## src/hashed_lru_key_cache_defines.svh

```systemverilog
// assertion macros for the key cache
`ifndef HASHED_LRU_KEY_CACHE_DEFINES_SVH
`define HASHED_LRU_KEY_CACHE_DEFINES_SVH
`ifndef SYNTHESIS
`define HLKC_ASSERT(lbl, prop) \
  lbl: assert property (@(posedge clk) disable iff (rst) prop) else $error("hlkc check failed");
`define HLKC_ASSERT_RST(lbl, prop) \
  lbl: assert property (@(posedge clk) prop) else $error("hlkc check failed");
`else
`define HLKC_ASSERT(lbl, prop)
`define HLKC_ASSERT_RST(lbl, prop)
`endif
`endif

```

## src/hlkc_pkg.sv

```systemverilog
package hlkc_pkg;

  localparam int WORD_W      = 16;
  localparam int KEY_WORDS   = 10;
  localparam int KEY_W       = WORD_W * KEY_WORDS;
  localparam int BUCKETS     = 16384;
  localparam int BUCKET_W    = 14;
  localparam logic [BUCKET_W-1:0] BUCKET_MASK = 14'h2FFF;
  localparam int HASH_W      = 32;
  localparam int HASH_STEPS  = 8;
  localparam int ENTRY_ID_W  = 15;
  localparam int EVICT_W     = 4;
  localparam int USED_W      = 16;
  localparam int TARGET_W    = 15;
  localparam logic [TARGET_W-1:0] TARGET_RESET = 15'd25000;
  localparam int PADDR_W     = 3;
  localparam int PDATA_W     = 32;
  localparam int REG_SEL_BIT = 2;

  typedef enum logic {
    REG_KEEP_ALL     = 1'b0,
    REG_TARGET_USAGE = 1'b1
  } reg_idx_t;

  typedef struct packed {
    logic              opcode;
    logic [WORD_W-1:0] key_word_0;
    logic [WORD_W-1:0] key_word_1;
    logic [WORD_W-1:0] key_word_2;
    logic [WORD_W-1:0] key_word_3;
    logic [WORD_W-1:0] key_word_4;
    logic [WORD_W-1:0] key_word_5;
    logic [WORD_W-1:0] key_word_6;
    logic [WORD_W-1:0] key_word_7;
    logic [WORD_W-1:0] key_word_8;
    logic [WORD_W-1:0] key_word_9;
  } in_t;

  typedef struct packed {
    logic [ENTRY_ID_W-1:0] entry_id;
    logic                  hit;
    logic                  no_room;
    logic [EVICT_W-1:0]    evicted_count;
  } out_t;

  typedef enum logic [4:0] {
    S_CLEAR, S_IDLE, S_HASH, S_L_HEAD, S_L_FIRST, S_L_READ, S_L_CMP,
    S_M1, S_M2, S_M3, S_I_A, S_I_B, S_I_C, S_E_TEST, S_E_B, S_E_C, S_DONE
  } state_t;

  typedef enum logic [4:0] {
    OP_NONE, OP_CLEAR, OP_LOAD, OP_HASH, OP_L_FIRST, OP_L_READ, OP_L_CMP,
    OP_M1, OP_M2, OP_M3, OP_I_A, OP_I_B, OP_I_C, OP_E_TEST, OP_E_B, OP_E_C,
    OP_DONE
  } op_t;

  typedef struct packed {
    op_t  op;
    logic in_ready;
  } cmd_t;

  typedef struct packed {
    logic clear_last;
    logic hash_last;
    logic is_insert;
    logic free_empty;
    logic keep_all;
    logic head_zero;
    logic key_match;
    logic mid_list;
    logic chain_end;
    logic evict_more;
    logic oldest_zero;
    logic out_stall;
  } status_t;

  function automatic logic [4:0] hash_shift(input logic [2:0] idx);
    logic [4:0] s;
    unique case (idx)
      3'd0: s = 5'd4;
      3'd1: s = 5'd7;
      3'd2: s = 5'd10;
      3'd3: s = 5'd13;
      3'd4: s = 5'd15;
      3'd5: s = 5'd15;
      3'd6: s = 5'd15;
      3'd7: s = 5'd1;
      default: s = 5'd1;
    endcase
    return s;
  endfunction

endpackage

```

## src/hlkc_ctrl.sv

```systemverilog
module hlkc_ctrl
  import hlkc_pkg::*;
(
  input  logic    clk,
  input  logic    rst,
  input  logic    in_valid,
  input  status_t status,
  output cmd_t    cmd
);

  state_t state, state_next;

  always_ff @(posedge clk) begin
    if (rst) begin
      state <= S_CLEAR;
    end else begin
      state <= state_next;
    end
  end

  always_comb begin
    state_next = state;
    unique case (state)
      S_CLEAR:   if (status.clear_last) state_next = S_IDLE;
      S_IDLE:    if (in_valid) state_next = S_HASH;
      S_HASH: begin
        if (status.hash_last) begin
          if (!status.is_insert) state_next = S_L_HEAD;
          else if (status.free_empty) state_next = S_DONE;
          else state_next = S_I_A;
        end
      end
      S_L_HEAD:  state_next = S_L_FIRST;
      S_L_FIRST: state_next = status.head_zero ? S_DONE : S_L_READ;
      S_L_READ:  state_next = S_L_CMP;
      S_L_CMP: begin
        if (status.key_match) state_next = status.mid_list ? S_M1 : S_DONE;
        else state_next = status.chain_end ? S_DONE : S_L_READ;
      end
      S_M1:      state_next = S_M2;
      S_M2:      state_next = S_M3;
      S_M3:      state_next = S_DONE;
      S_I_A:     state_next = S_I_B;
      S_I_B:     state_next = S_I_C;
      S_I_C:     state_next = status.keep_all ? S_DONE : S_E_TEST;
      S_E_TEST: begin
        if (!status.evict_more) state_next = S_DONE;
        else if (!status.oldest_zero) state_next = S_E_B;
      end
      S_E_B:     state_next = S_E_C;
      S_E_C:     state_next = S_E_TEST;
      S_DONE:    if (!status.out_stall) state_next = S_IDLE;
      default:   state_next = S_IDLE;
    endcase
  end

  always_comb begin
    cmd = '{op: OP_NONE, in_ready: 1'b0};
    unique case (state)
      S_CLEAR:   cmd.op = OP_CLEAR;
      S_IDLE: begin
        cmd.in_ready = 1'b1;
        if (in_valid) cmd.op = OP_LOAD;
      end
      S_HASH:    cmd.op = OP_HASH;
      S_L_HEAD:  cmd.op = OP_NONE;
      S_L_FIRST: cmd.op = OP_L_FIRST;
      S_L_READ:  cmd.op = OP_L_READ;
      S_L_CMP:   cmd.op = OP_L_CMP;
      S_M1:      cmd.op = OP_M1;
      S_M2:      cmd.op = OP_M2;
      S_M3:      cmd.op = OP_M3;
      S_I_A:     cmd.op = OP_I_A;
      S_I_B:     cmd.op = OP_I_B;
      S_I_C:     cmd.op = OP_I_C;
      S_E_TEST:  cmd.op = OP_E_TEST;
      S_E_B:     cmd.op = OP_E_B;
      S_E_C:     cmd.op = OP_E_C;
      S_DONE:    cmd.op = OP_DONE;
      default:   cmd.op = OP_NONE;
    endcase
  end

endmodule

```

## config.mk

```make
export PLATFORM = sky130hd
export DESIGN_NAME = hlkc_ctrl
export DESIGN_NICKNAME = d
export VERILOG_FILES = /design/src/hashed_lru_key_cache_defines.svh /design/src/hlkc_pkg.sv /design/src/hlkc_ctrl.sv
export SDC_FILE = /design/constraint.sdc
export NUM_CORES = 1
export LEC_CHECK = 0
export BUFFER_PORTS_ARGS = -buffer_cell sky130_fd_sc_hd__buf_2
export CAP_MARGIN = 20
export CORE_MARGIN = 1.5
export CORE_UTILIZATION = 40
export DETAILED_ROUTE_END_ITERATION = 10
export GPL_TIMING_DRIVEN = 0
export PLACE_DENSITY = 0.74
export SYNTH_ARGS = -nofsm -noshare
export SYNTH_HDL_FRONTEND = slang
export SYNTH_SLANG_ARGS = --single-unit
```

## constraint.sdc

```tcl
create_clock -name clk -period 1.6 [get_ports clk]
set_input_delay 0.32 -clock clk [delete_from_list [all_inputs] [get_ports clk]]
set_output_delay 0.32 -clock clk [all_outputs]
set_load 0.02 [all_outputs]
```

### After elaboration in Yosys (flattened, before gate mapping)

Index checks and enable logic that the tools add are counted.

| word-level totals | value |
|---|---|
| register bits | 5 |
| bits of input ports | 15 |
| logic and storage cells | 41 |

| cells by class | value |
|---|---|
| reduce and logical (&&, ||, !) cells | 2 |
| equal/unequal tests | 21 |
| muxes and demuxes | 17 |

Operator list:

| cell | count |
|---|---|
| case mux 5 bit (17 select lines) | 1 |
| case mux 5 bit (16 select lines) | 1 |
| 2-to-1 mux 5 bit | 13 |
| equality test 5 x 4 -> 1 bit (second input constant) | 8 |
| equality test 5 x 3 -> 1 bit (second input constant) | 4 |
| equality test 5 x 2 -> 1 bit (second input constant) | 2 |
| != test 2 bit (second input constant) | 4 |
| equality test 5 x 1 -> 1 bit (second input constant) | 1 |
| equality test 5 bit (second input constant) | 1 |
| zero test 5 bit | 1 |
| AND reduction 5 bit | 1 |
| != test 3 bit (second input constant) | 1 |
| 2-to-1 mux 2 bit | 1 |
| 2-to-1 mux 1 bit | 1 |

### Logic depth before layout (Yosys ltp)

| logic depth | value |
|---|---|
| depth in word-level cells | 4 |
| gate-level depth with buffers | 6 |
| gate-level depth less buffers | 5 |

### Least setup slack after synthesis

OpenSTA, ideal clock, no wires.

| timing | value |
|---|---|
| kind | reg2out |
| from | reg state[1] |
| to | out cmd[5] (netlist bit) |
| arrival | 1.292 ns |
| path slack | -0.012 ns |
| required time | 1.280 ns |
| cell stages (with the launch flop) | 3 |
| buffers on the path | 0 |
| cells stage by stage | dfxtp_1 or3_1 nor3b_1 |

RTL lines:

| item | RTL line | RTL |
|---|---|---|
| start, declared | hlkc_ctrl.sv:11 | `state_t state, state_next;` |
| start signal, assigned | hlkc_ctrl.sv:17 | `state <= state_next;` |
| end, declared | hlkc_ctrl.sv:8 | `output cmd_t cmd` |

==> flow_results.xml <==
<?xml version="1.0" encoding="UTF-8"?>
<metrics>
  <group name="worst_setup_path">
    <metric name="timing.rr.start" unit="">state[3]</metric>
    <metric name="critical_path.cell_chain" unit="">or3_4, nor3b_4, buf_6</metric>
    <metric name="cp-start-kind" unit="">register</metric>
    <metric name="worst-endpoint-arrival" unit="ns">1.36</metric>
    <metric name="r2r_setup_slack" unit="ns">0.09</metric>
    <metric name="worstPathMaxFanout" unit="">5</metric>
    <metric name="max_stage_delay" unit="ns">0.42</metric>
    <metric name="regToRegEndpoint" unit="">state[1]</metric>
    <metric name="cp_slowest_cell" unit="">sky130_fd_sc_hd__or3_4</metric>
    <metric name="worstRegToRegCells" unit="">6</metric>
    <metric name="required_time_at_the_endpoint_of_the_critical_path" unit="ns">1.28</metric>
    <metric name="worstSetupPathType" unit="">register to output pin</metric>
    <metric name="crit_path_end_kind" unit="">output pin</metric>
  </group>
  <group name="timing">
    <metric name="worst-slew-pin-transition" unit="ns">0.3099</metric>
    <metric name="rsz0062_at_grt" unit="">yes</metric>
    <metric name="setup_tns" unit="ns">-0.07505</metric>
    <metric name="clock_skew" unit="ns">0.004992</metric>
    <metric name="timing.slew.headroom" unit="%">79.34</metric>
    <metric name="max_clock_freq" unit="MHz">597.0</metric>
    <metric name="hold_viol_final" unit="">0</metric>
    <metric name="shortest_period_the_worst_path_allows" unit="ns">1.675</metric>
    <metric name="period_utilisation_layout" unit="%">104.7</metric>
    <metric name="finalSetupViolations" unit="">1</metric>
    <metric name="slew_viol_final" unit="">0</metric>
    <metric name="finalWorstSetupSlack" unit="ns">-0.07505</metric>
  </group>
  <group name="synth">
    <metric name="syn_inst" unit="">83</metric>
    <metric name="syn_area" unit="µm²">618.1</metric>
    <metric name="synth-edff-count" unit="">0</metric>
    <metric name="yosys_most_used_dff" unit="">sky130_fd_sc_hd__dfxtp_1</metric>
    <metric name="avgSynthCellArea" unit="µm²">7.447</metric>
    <metric name="synth_cell_type_count" unit="">40</metric>
    <metric name="synth-warning-count" unit="">0</metric>
    <metric name="synth_sequential_area_ratio" unit="%">16.19</metric>
    <metric name="synth.ff_latch_count" unit="">5</metric>
    <metric name="synth_async_sr_flop_share" unit="%">0</metric>
    <metric name="mappedNetlistNets" unit="">98</metric>
  </group>
  <group name="clock_network">
    <metric name="num_cts_buffers" unit="">3</metric>
    <metric name="tritoncts_num_sinks" unit="">5</metric>
    <metric name="insertion_delay" unit="ns">0.26</metric>
    <metric name="tritoncts_clock_tree" unit="">done</metric>
    <metric name="clkSlewWorstSetupHoldPaths" unit="ns">0.05</metric>
    <metric name="clockBufferDepth" unit="">2</metric>
    <metric name="clock_tree.root_cell" unit="">sky130_fd_sc_hd__clkbuf_4</metric>
    <metric name="cts.htree.levels" unit="">1</metric>
  </group>
  <group name="placement">
    <metric name="hpwlAfterDp" unit="mm">1.241</metric>
    <metric name="globalplace.congestion" unit="">0.7850</metric>
    <metric name="placedInstanceArea" unit="µm²">743.2</metric>
    <metric name="preCtsSetupSlack" unit="ns">0.1166</metric>
    <metric name="port-buffer-count" unit="">20</metric>
  </group>
  <group name="power_and_ir_drop">
    <metric name="power_switching_share" unit="%">36.84</metric>
    <metric name="max-vdd-ir-drop" unit="µV">377.6</metric>
    <metric name="psw" unit="µW">189.3</metric>
    <metric name="p_comb_share" unit="%">42.4</metric>
    <metric name="internal_power" unit="µW">324.6</metric>
    <metric name="totalPowerFinal" unit="µW">513.9</metric>
    <metric name="seqPwrFrac" unit="%">26.6</metric>
    <metric name="p_clk_share" unit="%">31.0</metric>
    <metric name="power_density_over_the_cells" unit="nW/µm²">642.7</metric>
    <metric name="p_leak" unit="µW">0.0003373</metric>
  </group>
  <group name="finish">
    <metric name="largestRegisters" unit="">state x5</metric>
    <metric name="top_register" unit="">state</metric>
    <metric name="largest_register_ffs" unit="">5</metric>
    <metric name="final_area" unit="µm²">799.5</metric>
    <metric name="fillCellCount" unit="">145</metric>
    <metric name="n_antenna_cell" unit="">0</metric>
    <metric name="flow.area_growth_from_synthesis" unit="%">29.35</metric>
    <metric name="finished_core_util" unit="%">54.34</metric>
    <metric name="final_net_count" unit="">122</metric>
    <metric name="drive_gt1_share" unit="%">39.62</metric>
  </group>
  <group name="hold_path">
    <metric name="hold_path.startpoint" unit="">rst</metric>
    <metric name="hold_class" unit="">input pin to register</metric>
    <metric name="worst_hold_path.endpoint" unit="">state[2]</metric>
    <metric name="worstHoldPathCells" unit="">2</metric>
  </group>
  <group name="route">
    <metric name="first_pass_detailed_route_iteration_total" unit="">4</metric>
    <metric name="detail_route.iter0.violations" unit="">20</metric>
    <metric name="avgViaCountPerCell" unit="">5.762</metric>
    <metric name="wirelength" unit="mm">1.610</metric>
    <metric name="wl_per_cell" unit="µm">13.20</metric>
    <metric name="final_antenna_net_count" unit="">0</metric>
    <metric name="dr_total_vias" unit="">703</metric>
    <metric name="drc" unit="">0</metric>
  </group>
  <group name="floorplan">
    <metric name="io_pins" unit="">21</metric>
    <metric name="die_w" unit="µm">42.31</metric>
    <metric name="start_util" unit="%">42.01</metric>
    <metric name="die-area" unit="µm²">1790</metric>
    <metric name="fp-row-count" unit="">14</metric>
    <metric name="die_h" unit="µm">42.31</metric>
    <metric name="design.core.area" unit="µm²">1471</metric>
  </group>
  <group name="global_routing">
    <metric name="antenna_found_initial" unit="">0</metric>
    <metric name="global_route.overflow_total" unit="">0</metric>
    <metric name="grt_first_pass_wirelength" unit="mm">2.518</metric>
    <metric name="grt_max_degree" unit="">20</metric>
    <metric name="via_count_of_the_first_global_routing_pass" unit="">584</metric>
    <metric name="track_usage" unit="%">18.54</metric>
  </group>
  <group name="outcome">
    <metric name="violations" unit="">negative setup slack</metric>
    <metric name="status" unit="">finished with violations</metric>
  </group>
  <group name="run">
    <metric name="max-cap-violations" unit="">0</metric>
  </group>
</metrics>
[cell usage in the layout, fill, tap and decap left out, types with 2 or more instances in the layout]
master                     netlist  routed
sky130_fd_sc_hd__buf_2           5      20
sky130_fd_sc_hd__nand3b_1        2       2
sky130_fd_sc_hd__nor3_1          2       2
sky130_fd_sc_hd__dfxtp_2         0       3
sky130_fd_sc_hd__nor2_1         13      12
sky130_fd_sc_hd__dfxtp_1         5       2
sky130_fd_sc_hd__clkbuf_4        0       3
sky130_fd_sc_hd__buf_6           1       2
sky130_fd_sc_hd__a21oi_1         7       6
sky130_fd_sc_hd__nand2_1         8       8
sky130_fd_sc_hd__nand2b_1        5       5
sky130_fd_sc_hd__nor2b_1         3       3
sky130_fd_sc_hd__a21boi_0        3       2
sky130_fd_sc_hd__buf_4           0       3
[per-stage QoR]
step                      hold slack, ns  std cells
after detailed placement          0.5564        119
final                             0.2763        122
after floorplan                   0.3891         83
after CTS                         0.2749        122
after global placement            0.5551        119
after global routing              0.2846        122
[layout make-up]
class / count / area [µm²] / area share, %
plain buffers: 5 / 33.78 / 4.225
clock buffers: 4 / 26.28 / 3.286
inverters: 1 / 3.754 / 0.4695
multi-input cells: 71 / 500.5 / 62.60
flip-flops and latches: 5 / 103.9 / 12.99
well taps: 16 / 20.02 / 2.504
repair buffers: 20 / 111.4 / 13.93
[worst max-delay path, delay by kind of cell (launching register included)]
| kind | cells | cell delay (ns) |
|---|---|---|
| buffers and inverters | 1 | 0.14 |
| flip-flops | 1 | 0.34 |
| AND/OR/NAND/NOR | 2 | 0.62 |
[synthesized netlist by cell type (2+ instances only)]
master	number	area (µm²)
sky130_fd_sc_hd__dfxtp_1	5	100.1
sky130_fd_sc_hd__nand2b_1	5	31.28
sky130_fd_sc_hd__nand3b_1	2	15.01
sky130_fd_sc_hd__nor3_1	2	10.01
sky130_fd_sc_hd__nand2_1	8	30.03
sky130_fd_sc_hd__a21boi_0	3	22.52
sky130_fd_sc_hd__a21oi_1	7	35.03
sky130_fd_sc_hd__nor2_1	13	48.80
sky130_fd_sc_hd__nor2b_1	3	18.77
sky130_fd_sc_hd__buf_2	5	25.02
[what timing repair did]
item	4_1_cts	5_1_grt
gates resized for setup	6	7
setup endpoints to repair	5	6
setup buffers	0	0
hold buffers	0	0
[per-layer routing]
metal	routed length (µm)	part of all wire, %	GRT usage (%)
met1	679	42	22.63
met2	781	49	31.38
met3	107	6.6	2.586
met4	41	2.5	9.375
met5	0	0	0
[how the worst max path moves through the flow]
| stage | cells past startpoint | start | endpoint |
|---|---|---|---|
| after detailed placement | 6 | state[3] | state[1] |
| after global routing | 3 | state[1] | cmd[5] |
| after CTS | 3 | state[1] | cmd[5] |
| after global placement | 3 | state[1] | cmd[5] |
| final | 3 | state[1] | cmd[5] |
| after floorplan | 2 | state[1] | cmd[5] |
[power by group through the flow]
stage | Combinational, µW | Clock, µW | Sequential (µW)
2_1_floorplan | 153 | 0 | 137
3_3_place_gp | 207 | 0 | 138
3_5_place_dp | 210 | 0 | 138
4_1_cts | 206 | 164 | 136
5_1_grt | 235 | 172 | 137
6_report | 218 | 160 | 136
[cells by family after synthesis]
kind of cell / synth area share (%)
AO/OA/AOI/OAI: 33.60
XOR/XNOR: 1.417
buffers and inverters: 6.476
flip-flops: 16.19
multiplexers: 3.441
AND/OR/NAND/NOR: 38.87
No activity file was read; power rests on OpenSTA's default activity.
